### src/rtl/core/aar_pkg.sv
// Package for the area-averaging resampler: payload structs, field widths,
// register addresses and datapath widths shared by the RTL.
// Depends on nothing.
package aar_pkg;

  localparam int unsigned SAMPLE_BITS = 16;
  localparam int unsigned STEP_W      = 24;
  localparam int unsigned INV_W       = 22;
  localparam int unsigned SUM_W       = 42;
  localparam int unsigned SUM_LO_W    = SUM_W / 2;
  localparam int unsigned TB_W        = 25;
  localparam int unsigned MUL_A_W     = 25;
  localparam int unsigned MUL_B_W     = INV_W;
  localparam int unsigned MUL_P_W     = MUL_A_W + MUL_B_W;
  localparam int unsigned PACC_W      = 64;
  localparam int unsigned ADDR_W      = 3;
  localparam int unsigned DATA_W      = 32;

  localparam logic REG_STEP = 1'b0;
  localparam logic REG_INV  = 1'b1;

  localparam logic [STEP_W-1:0] STEP_RESET = STEP_W'(65536);
  localparam logic [INV_W-1:0]  INV_RESET  = INV_W'(65536);

  typedef struct packed {
    logic signed [SAMPLE_BITS-1:0] sample;
    logic                          last;
  } in_item_t;

  typedef struct packed {
    logic signed [SAMPLE_BITS-1:0] value;
    logic                          final_res;
  } out_item_t;

endpackage

### src/rtl/core/area_average_resampler.sv
// Top level of the area-averaging (box filter) sample-rate converter.
// Uses aar_pkg for the payload structs, register addresses and widths.
// Holds the sequencer, the shared multiplier and the APB register file.

// Each input transaction spans one input period and is split at output window
// boundaries; every piece is weighted by its overlap and accumulated. A closed
// window is scaled by inv_step, floored and saturated; a window that lies inside
// one input gives that sample unscaled. All products go through one shared
// 25x22 multiplier, so in_stall_o stays high while an input is at work: through
// a multiply and an accumulate step for each window piece, the scaling steps for
// each scaled output, the emit step for each output, and any wait on out_stall_i.
// The input marked last flushes the open partial window and marks the final
// output with final_res.
module area_average_resampler #(
  parameter int unsigned FRAC_BITS = 16
) (
  input  logic                       clk_i,
  input  logic                       rst_ni,
  input  logic                       in_valid_i,
  output logic                       in_stall_o,
  input  aar_pkg::in_item_t          in_data_i,
  output logic                       out_valid_o,
  input  logic                       out_stall_i,
  output aar_pkg::out_item_t         out_data_o,
  input  logic                       psel,
  input  logic                       penable,
  input  logic                       pwrite,
  input  logic [aar_pkg::ADDR_W-1:0] paddr,
  input  logic [aar_pkg::DATA_W-1:0] pwdata,
  output logic [aar_pkg::DATA_W-1:0] prdata,
  output logic                       pready
);

  localparam int unsigned SB = aar_pkg::SAMPLE_BITS;
  localparam int unsigned TW = aar_pkg::TB_W;
  localparam int unsigned PW = aar_pkg::PACC_W;
  localparam int unsigned LW = aar_pkg::SUM_LO_W;
  localparam int unsigned SW = aar_pkg::SUM_W;

  localparam logic [FRAC_BITS:0] ONE_PERIOD = (FRAC_BITS+1)'(1) << FRAC_BITS;
  localparam logic [TW-1:0]      STEP_MIN   = TW'((2 ** FRAC_BITS) / 63 + 1);
  localparam logic [PW-1:0]      FRAC_MASK  = (PW'(1) << (2 * FRAC_BITS)) - PW'(1);
  localparam logic [PW-1:0]      POS_LIM    = PW'(2 ** (SB - 1) - 1);
  localparam logic [PW-1:0]      NEG_LIM    = POS_LIM + PW'(1);
  localparam logic [SB-1:0]      SAT_MAX    = SB'(2 ** (SB - 1) - 1);
  localparam logic [SB-1:0]      SAT_MIN    = SAT_MAX + SB'(1);

  typedef enum logic [3:0] {
    S_IDLE,
    S_MUL,
    S_ACC,
    S_ABS,
    S_SL,
    S_SH,
    S_SUM,
    S_RND,
    S_EMIT
  } state_e;

  state_e                         state_q, state_d;
  logic signed [SB-1:0]           sample_q, sample_d;
  logic                           last_q, last_d;
  logic [FRAC_BITS:0]             rem_q, rem_d;
  logic [TW-1:0]                  tb_q, tb_d;
  logic                           open_q, open_d;
  logic                           opened_q, opened_d;
  logic                           close_q, close_d;
  logic signed [SW-1:0]           sum_q, sum_d;
  logic [aar_pkg::MUL_P_W-1:0]    prod_q, prod_d;
  logic [SW-1:0]                  mag_q, mag_d;
  logic                           neg_q, neg_d;
  logic [PW-1:0]                  pacc_q, pacc_d;
  logic [SB-1:0]                  res_q, res_d;
  logic                           res_final_q, res_final_d;
  logic                           out_valid_q, out_valid_d;
  aar_pkg::out_item_t             out_data_q, out_data_d;
  logic [aar_pkg::STEP_W-1:0]     step_q, step_d;
  logic [aar_pkg::INV_W-1:0]      inv_q, inv_d;

  logic [TW-1:0]                  eff_step, tb_eff, rem_ext, weight;
  logic [SB-1:0]                  s_mag;
  logic [aar_pkg::MUL_A_W-1:0]    mul_a;
  logic [aar_pkg::MUL_B_W-1:0]    mul_b;
  logic [aar_pkg::MUL_P_W-1:0]    mul_p;
  logic signed [SW-1:0]           prod_s, sum_new;
  logic [PW-1:0]                  quot, rnd_mag;
  logic                           frac_nz, cfg_wr;

  assign eff_step = (TW'(step_q) < STEP_MIN) ? STEP_MIN : TW'(step_q);
  assign tb_eff   = open_q ? tb_q : eff_step;
  assign rem_ext  = TW'(rem_q);
  assign weight   = (tb_eff <= rem_ext) ? tb_eff : rem_ext;
  assign s_mag    = sample_q[SB-1] ? SB'(-sample_q) : SB'(sample_q);

  always_comb begin
    case (state_q)
      S_MUL: begin
        mul_a = weight;
        mul_b = aar_pkg::MUL_B_W'(s_mag);
      end
      S_SL: begin
        mul_a = aar_pkg::MUL_A_W'(mag_q[LW-1:0]);
        mul_b = inv_q;
      end
      S_SH: begin
        mul_a = aar_pkg::MUL_A_W'(mag_q[SW-1:LW]);
        mul_b = inv_q;
      end
      default: begin
        mul_a = '0;
        mul_b = '0;
      end
    endcase
  end

  assign mul_p   = aar_pkg::MUL_P_W'(mul_a) * aar_pkg::MUL_P_W'(mul_b);
  assign prod_s  = $signed(prod_q[SW-1:0]);
  assign sum_new = sample_q[SB-1] ? (sum_q - prod_s) : (sum_q + prod_s);
  assign quot    = pacc_q >> (2 * FRAC_BITS);
  assign frac_nz = |(pacc_q & FRAC_MASK);
  assign rnd_mag = quot + PW'(neg_q && frac_nz);
  assign cfg_wr  = psel && penable && pwrite;

  always_comb begin
    state_d     = state_q;
    sample_d    = sample_q;
    last_d      = last_q;
    rem_d       = rem_q;
    tb_d        = tb_q;
    open_d      = open_q;
    opened_d    = opened_q;
    close_d     = close_q;
    sum_d       = sum_q;
    prod_d      = prod_q;
    mag_d       = mag_q;
    neg_d       = neg_q;
    pacc_d      = pacc_q;
    res_d       = res_q;
    res_final_d = res_final_q;
    out_valid_d = out_valid_q;
    out_data_d  = out_data_q;
    step_d      = step_q;
    inv_d       = inv_q;

    if (out_valid_q && !out_stall_i) begin
      out_valid_d = 1'b0;
    end

    if (cfg_wr) begin
      case (paddr[2])
        aar_pkg::REG_STEP: step_d = pwdata[aar_pkg::STEP_W-1:0];
        aar_pkg::REG_INV:  inv_d  = pwdata[aar_pkg::INV_W-1:0];
        default: ;
      endcase
    end

    case (state_q)
      S_IDLE: begin
        if (in_valid_i) begin
          sample_d = in_data_i.sample;
          last_d   = in_data_i.last;
          rem_d    = ONE_PERIOD;
          state_d  = S_MUL;
        end
      end
      S_MUL: begin
        opened_d = !open_q;
        open_d   = 1'b1;
        prod_d   = mul_p;
        if (tb_eff <= rem_ext) begin
          close_d = 1'b1;
          rem_d   = rem_q - tb_eff[FRAC_BITS:0];
        end else begin
          close_d = 1'b0;
          tb_d    = tb_eff - rem_ext;
          rem_d   = '0;
        end
        state_d = S_ACC;
      end
      S_ACC: begin
        if (close_q) begin
          open_d      = 1'b0;
          res_final_d = last_q && (rem_q == '0);
          if (opened_q) begin
            res_d   = sample_q;
            sum_d   = '0;
            state_d = S_EMIT;
          end else begin
            sum_d   = sum_new;
            state_d = S_ABS;
          end
        end else begin
          sum_d = sum_new;
          if (last_q) begin
            res_final_d = 1'b1;
            state_d     = S_ABS;
          end else begin
            state_d = S_IDLE;
          end
        end
      end
      S_ABS: begin
        neg_d   = sum_q[SW-1];
        mag_d   = sum_q[SW-1] ? SW'(-sum_q) : SW'(sum_q);
        sum_d   = '0;
        open_d  = 1'b0;
        state_d = S_SL;
      end
      S_SL: begin
        prod_d  = mul_p;
        state_d = S_SH;
      end
      S_SH: begin
        pacc_d  = PW'(prod_q);
        prod_d  = mul_p;
        state_d = S_SUM;
      end
      S_SUM: begin
        pacc_d  = pacc_q + (PW'(prod_q) << LW);
        state_d = S_RND;
      end
      S_RND: begin
        if (neg_q) begin
          res_d = (rnd_mag > NEG_LIM) ? SAT_MIN : SB'(-rnd_mag);
        end else begin
          res_d = (rnd_mag > POS_LIM) ? SAT_MAX : rnd_mag[SB-1:0];
        end
        state_d = S_EMIT;
      end
      S_EMIT: begin
        if (!out_valid_q || !out_stall_i) begin
          out_valid_d          = 1'b1;
          out_data_d.value     = res_q;
          out_data_d.final_res = res_final_q;
          state_d              = (rem_q != '0) ? S_MUL : S_IDLE;
        end
      end
      default: state_d = S_IDLE;
    endcase
  end

  always_ff @(posedge clk_i or negedge rst_ni) begin
    if (!rst_ni) begin
      state_q     <= S_IDLE;
      sample_q    <= '0;
      last_q      <= 1'b0;
      rem_q       <= '0;
      tb_q        <= '0;
      open_q      <= 1'b0;
      opened_q    <= 1'b0;
      close_q     <= 1'b0;
      sum_q       <= '0;
      prod_q      <= '0;
      mag_q       <= '0;
      neg_q       <= 1'b0;
      pacc_q      <= '0;
      res_q       <= '0;
      res_final_q <= 1'b0;
      out_valid_q <= 1'b0;
      out_data_q  <= '0;
      step_q      <= aar_pkg::STEP_RESET;
      inv_q       <= aar_pkg::INV_RESET;
    end else begin
      state_q     <= state_d;
      sample_q    <= sample_d;
      last_q      <= last_d;
      rem_q       <= rem_d;
      tb_q        <= tb_d;
      open_q      <= open_d;
      opened_q    <= opened_d;
      close_q     <= close_d;
      sum_q       <= sum_d;
      prod_q      <= prod_d;
      mag_q       <= mag_d;
      neg_q       <= neg_d;
      pacc_q      <= pacc_d;
      res_q       <= res_d;
      res_final_q <= res_final_d;
      out_valid_q <= out_valid_d;
      out_data_q  <= out_data_d;
      step_q      <= step_d;
      inv_q       <= inv_d;
    end
  end

  always_comb begin
    case (paddr[2])
      aar_pkg::REG_STEP: prdata = aar_pkg::DATA_W'(step_q);
      aar_pkg::REG_INV:  prdata = aar_pkg::DATA_W'(inv_q);
      default:           prdata = '0;
    endcase
  end

  assign pready      = 1'b1;
  assign in_stall_o  = (state_q != S_IDLE);
  assign out_valid_o = out_valid_q;
  assign out_data_o  = out_data_q;

`ifndef NO_ASSERTIONS
  a_idle_no_rem: assert property (@(posedge clk_i) disable iff (!rst_ni)
    (state_q == S_IDLE) |-> (rem_q == '0))
    else $error("input period left over while idle");

  a_accept_starts: assert property (@(posedge clk_i) disable iff (!rst_ni)
    (in_valid_i && !in_stall_o) |=> (state_q == S_MUL))
    else $error("accepted transaction did not start the sequencer");

  a_open_tb: assert property (@(posedge clk_i) disable iff (!rst_ni)
    (open_q && !close_q) |-> (tb_q != '0))
    else $error("open window with no distance to its boundary");
`endif

endmodule

### config.mk
export PLATFORM = sky130hd
export DESIGN_NAME = area_average_resampler
export DESIGN_NICKNAME = d
export VERILOG_FILES = /design/src/rtl/core/aar_pkg.sv /design/src/rtl/core/area_average_resampler.sv
export SDC_FILE = /design/constraint.sdc
export NUM_CORES = 2
export LEC_CHECK = 0
export BUFFER_PORTS_ARGS = -buffer_cell sky130_fd_sc_hd__buf_4
export CAP_MARGIN = 25
export CORE_MARGIN = 2
export CORE_UTILIZATION = 52
export DETAILED_ROUTE_END_ITERATION = 10
export MAX_ROUTING_LAYER = met4
export PLACE_DENSITY = 0.78
export SYNTH_ARGS = -nofsm -noshare
export SYNTH_HDL_FRONTEND = slang
export SYNTH_SLANG_ARGS = --single-unit
### constraint.sdc
create_clock -name clk_i -period 10.65 [get_ports clk_i]
set_clock_uncertainty 0.1 [all_clocks]
set_input_delay 1.5975 -clock clk_i [delete_from_list [all_inputs] [get_ports clk_i]]
set_output_delay 1.5975 -clock clk_i [all_outputs]
set_load 0.01 [all_outputs]
==> metrics.md <==
| Metric | Value |
|---|---|
| Status | finished, violations left |
| Failing checks | setup timing |
| Synthesized area | a little over 40,000 µm² |
| PD cells | 342 nW/µm² |
| Worst vdd ir | 250 µV |
| Synth-to-layout area growth | 17.6% |
| Max cap viols | 0 |
| Initial antenna violation count | 3 |
| Critical path class | reg -> reg |
| WL met3 | 11.8 mm |
| Minimum clock period | 10,850 ps |
| Crit-path leading delay family | adder cells |
| Most common cell after layout, fill and taps aside | nand2_1 |
| Hold Slack | around 380 ps |
| Avg WL per Cell | 20.5 µm |
| Met1 wire length | 49.6 mm |
| Post-DRT Antenna Nets | 0 |
| FFs w/ async S/R, synth | 1.00 |
| Final hold violation count | 0 |
| Clock root buffer | clkbuf_16 |
| Synth top area share | 0.226 |
| Avg Inst Size Synth | 8.69 µm² |
| Initial drt markers | 3,056 |
| Dominant cell type by area after synthesis | fa_1 |
| Area contributors post-synth | fa_1 (23%), dfrtp_1 (21%), ha_1 (8.7%) |
| Hold bufs inserted after CTS | 0 |
| Grt ovf | 0 |
| Drt pass-1 iters | 6 |
| PortBufs | between 90 and 100 |
| Register share of total power | 0.164 |
| Max clock buf depth | 3 |
| Vias in the first global route | 36,400 |
| Die area | between 80,000 and 90,000 µm² |
| Final cycle utilization of the critical path | 1.02 |
| Met2 wire length | between 50 and 60 mm |
| Slew @ Worst Pin | 1230 ps |
| DRC Markers | 0 |
| Max incr delay on CP | between 500 and 600 ps |
| Post-DP HPWL | between 90 and 100 mm |
| Initial Utilization | 0.526 |
| Synth unique cells | between 70 and 80 |
| Dpl cell area | 44,800 µm² |
| First-pass GRT wire length | between 150 and 200 mm |
| CP max FO | 4 |
| TritonCTS Buffers | 41 |
| Crit path required time | 10,980 ps |
| Gr usage total | 0.321 |
| Die height | 284 µm |
| Worst reg-to-reg setup slack | -200 ps |
| Die Wd | 284 µm |
| Worst path bufs/invs | 14 |
| Most frequent cell on the critical path | fa_1 |
| Hold/Removal Path Class | reg -> reg |
| Std-Cell Rows | 102 |
| CP max-delay cell | or4_4 |
| CP Capture Type | flip-flop |
| # H-tree levels | 2 |
| Post-Layout Inst Area | a little under 50,000 µm² |
| Clock share of power | 0.096 |
| Comb power frac | 0.740 |
| Clock-pin slew on the worst setup and hold paths | 70 ps |
| Primary FF master, synth | dfrtp_1 |
| RSZ-0062 raised after global routing | yes |
| Via count of the routed design | approximately 36,000 |
| Placed Cells | 6,013 |
| Layout Nets | slightly below 6,000 |
| Clock sinks | roughly 340 |
| Finished Core Util | 0.619 |
| Net switching power | 0.00848 W |
| IO Pins | 111 |
| DR top layer | met4 |
| Clk_lat worst skew | 620 ps |
| Layout Cells excl Fill | 6,154 |
| CP arrival | 11,170 ps |
| Slew margin rel. | 0.181 |
| P_int | 0.00798 W |
| Type of origin of the critical path | flip-flop |
| Largest net degree at the start of global routing | 76 |
| Core Box Area | 77,700 µm² |
| Post-synth EDFFs | 0 |
| Setup violators final | 8 |
| Final WS setup | -198 ps |
| Cells after Synth | 4,710 |
| Share of cells above drive strength 1 | 0.168 |
| Sequential-to-total area share from yosys stat | 0.210 |
| Ys Warns | 0 |
| Lkg Pwr | ~23 nW |
| R2R depth | 44 |
| Hold depth | 2 |
| Max Slew Vio Count | 0 |
| Placer Congestion | 0.999 |
| Post-synthesis register bit count | 343 |
| Post-Route WL | 126 mm |
| DR vias/cell | slightly below 6 |
| Most frequent cells in the layout | nand2_1 (636), inv_1 (593), fa_1 (453) |
| Switching fraction of total power | 0.515 |
| Crit path depth | 44 |
| Fmax | just over 0.09 GHz |
| CTS tree | done |
| Final Power | 0.0165 W |
==> layer usage <==
metal,track usage,up-vias
met4,0.159,0
met3,0.0791,379
li1,-,16200
met5,-,-
met1,0.399,17700
met2,0.491,1525
==> worst paths after layout <==
path	startpoint	endpoint
setup / recovery	step_q[18]	prod_q[41]
hold / removal	tb_q[10]	tb_q[10]
setup reg to reg	step_q[18]	prod_q[41]
hold reg to reg	tb_q[10]	tb_q[10]
max in group asynchronous	rst_ni	inv_q[16]
min in group asynchronous	rst_ni	mag_q[13]
==> logic make-up (layout without fill, tap and decap cells) <==
group / count (synthesis) / count (layout) / share of synthesized area
compound gates: 948 / 948 / 0.145
xor+xnor: 272 / 272 / 0.0582
fa+ha+maj: 746 / 746 / 0.313
buf+inv: 844 / 1151 / 0.0785
flops: 343 / 343 / 0.210
mux: 158 / 158 / 0.0427
other cells: 2 / 99 / 0.000184
simple gates: 1397 / 1397 / 0.153
==> area by class of cell <==
| class | instances | area (µm²) |
|---|---|---|
| fillers | 6301 | 29600 |
| clock buffers | 54 | 1190 |
| repair buffers | 458 | 3760 |
| flip-flops and latches | 343 | 8590 |
| multi-input cells | 3618 | 30600 |
| diodes | 2 | 5.00 |
| clock inverters | 21 | 307 |
| inverters | 618 | 2320 |
| well taps | 1040 | 1300 |
==> power groups by stage <==
stage               clock network, W  registers [W]  logic [W]
floorplan                          0        0.00220    0.00748
global placement                   0        0.00264     0.0105
detailed placement                 0        0.00265     0.0107
CTS                          0.00159        0.00264     0.0115
global route                 0.00164        0.00272     0.0134
finish                       0.00157        0.00270     0.0122
==> sequential cells by signal (all words and copies together) (netlist names), 4 cells and up <==
| name | count |
|---|---|
| pacc_q | 64 |
| prod_q | 47 |
| mag_q | 42 |
| sum_q | 42 |
| tb_q | 25 |
| step_q | 24 |
| inv_q | 22 |
| out_data_o | 17 |
| rem_q | 17 |
| res_q | 16 |
| sample_q | 16 |
| state_q | 4 |
==> Yosys cell counts (all sizes together), types with 11 or more instances <==
| library cell | n |
|---|---|
| nand2 | 649 |
| inv | 617 |
| fa | 461 |
| dfrtp | 341 |
| nor2 | 313 |
| o21ai | 299 |
| ha | 285 |
| a21oi | 228 |
| clkbuf | 189 |
| xnor2 | 144 |
| mux2 | 133 |
| xor2 | 128 |
| a21o | 109 |
| nand3 | 66 |
| and2 | 63 |
| nor3 | 58 |
| o31ai | 39 |
| and3 | 38 |
| nor2b | 38 |
| buf | 37 |
| a22o | 36 |
| o21a | 34 |
| or3 | 34 |
| nor4 | 33 |
| nand2b | 32 |
| a31oi | 29 |
| a22oi | 26 |
| nand4 | 26 |
| mux2i | 25 |
| o21bai | 18 |
| o211ai | 14 |
| o22ai | 14 |
| a211oi | 12 |
| a21boi | 12 |
| or2 | 11 |
==> metrics by stage <==
stage	TNS, ps	worst slack (ps)
floorplan	-1.52	-1.52
global placement	-13890	-992
detailed placement	-16690	-1130
CTS	-801	-161
global route	-5440	-528
finish	-771	-198
==> timing repair <==
item,4_1_cts,5_1_grt
pin swaps,84,74
setup endpoints to repair,25,25
gates cloned,2,0
buffers inserted,42,21
resized for setup,168,105
==> tightest hold or removal path, delay by kind of cell, from the launching register on <==
family	cells	cell delay, ps
flip-flops	1	350
AO/OA/AOI/OAI	1	60
AND/OR/NAND/NOR	1	50
(Power assumes the default switching activity.)
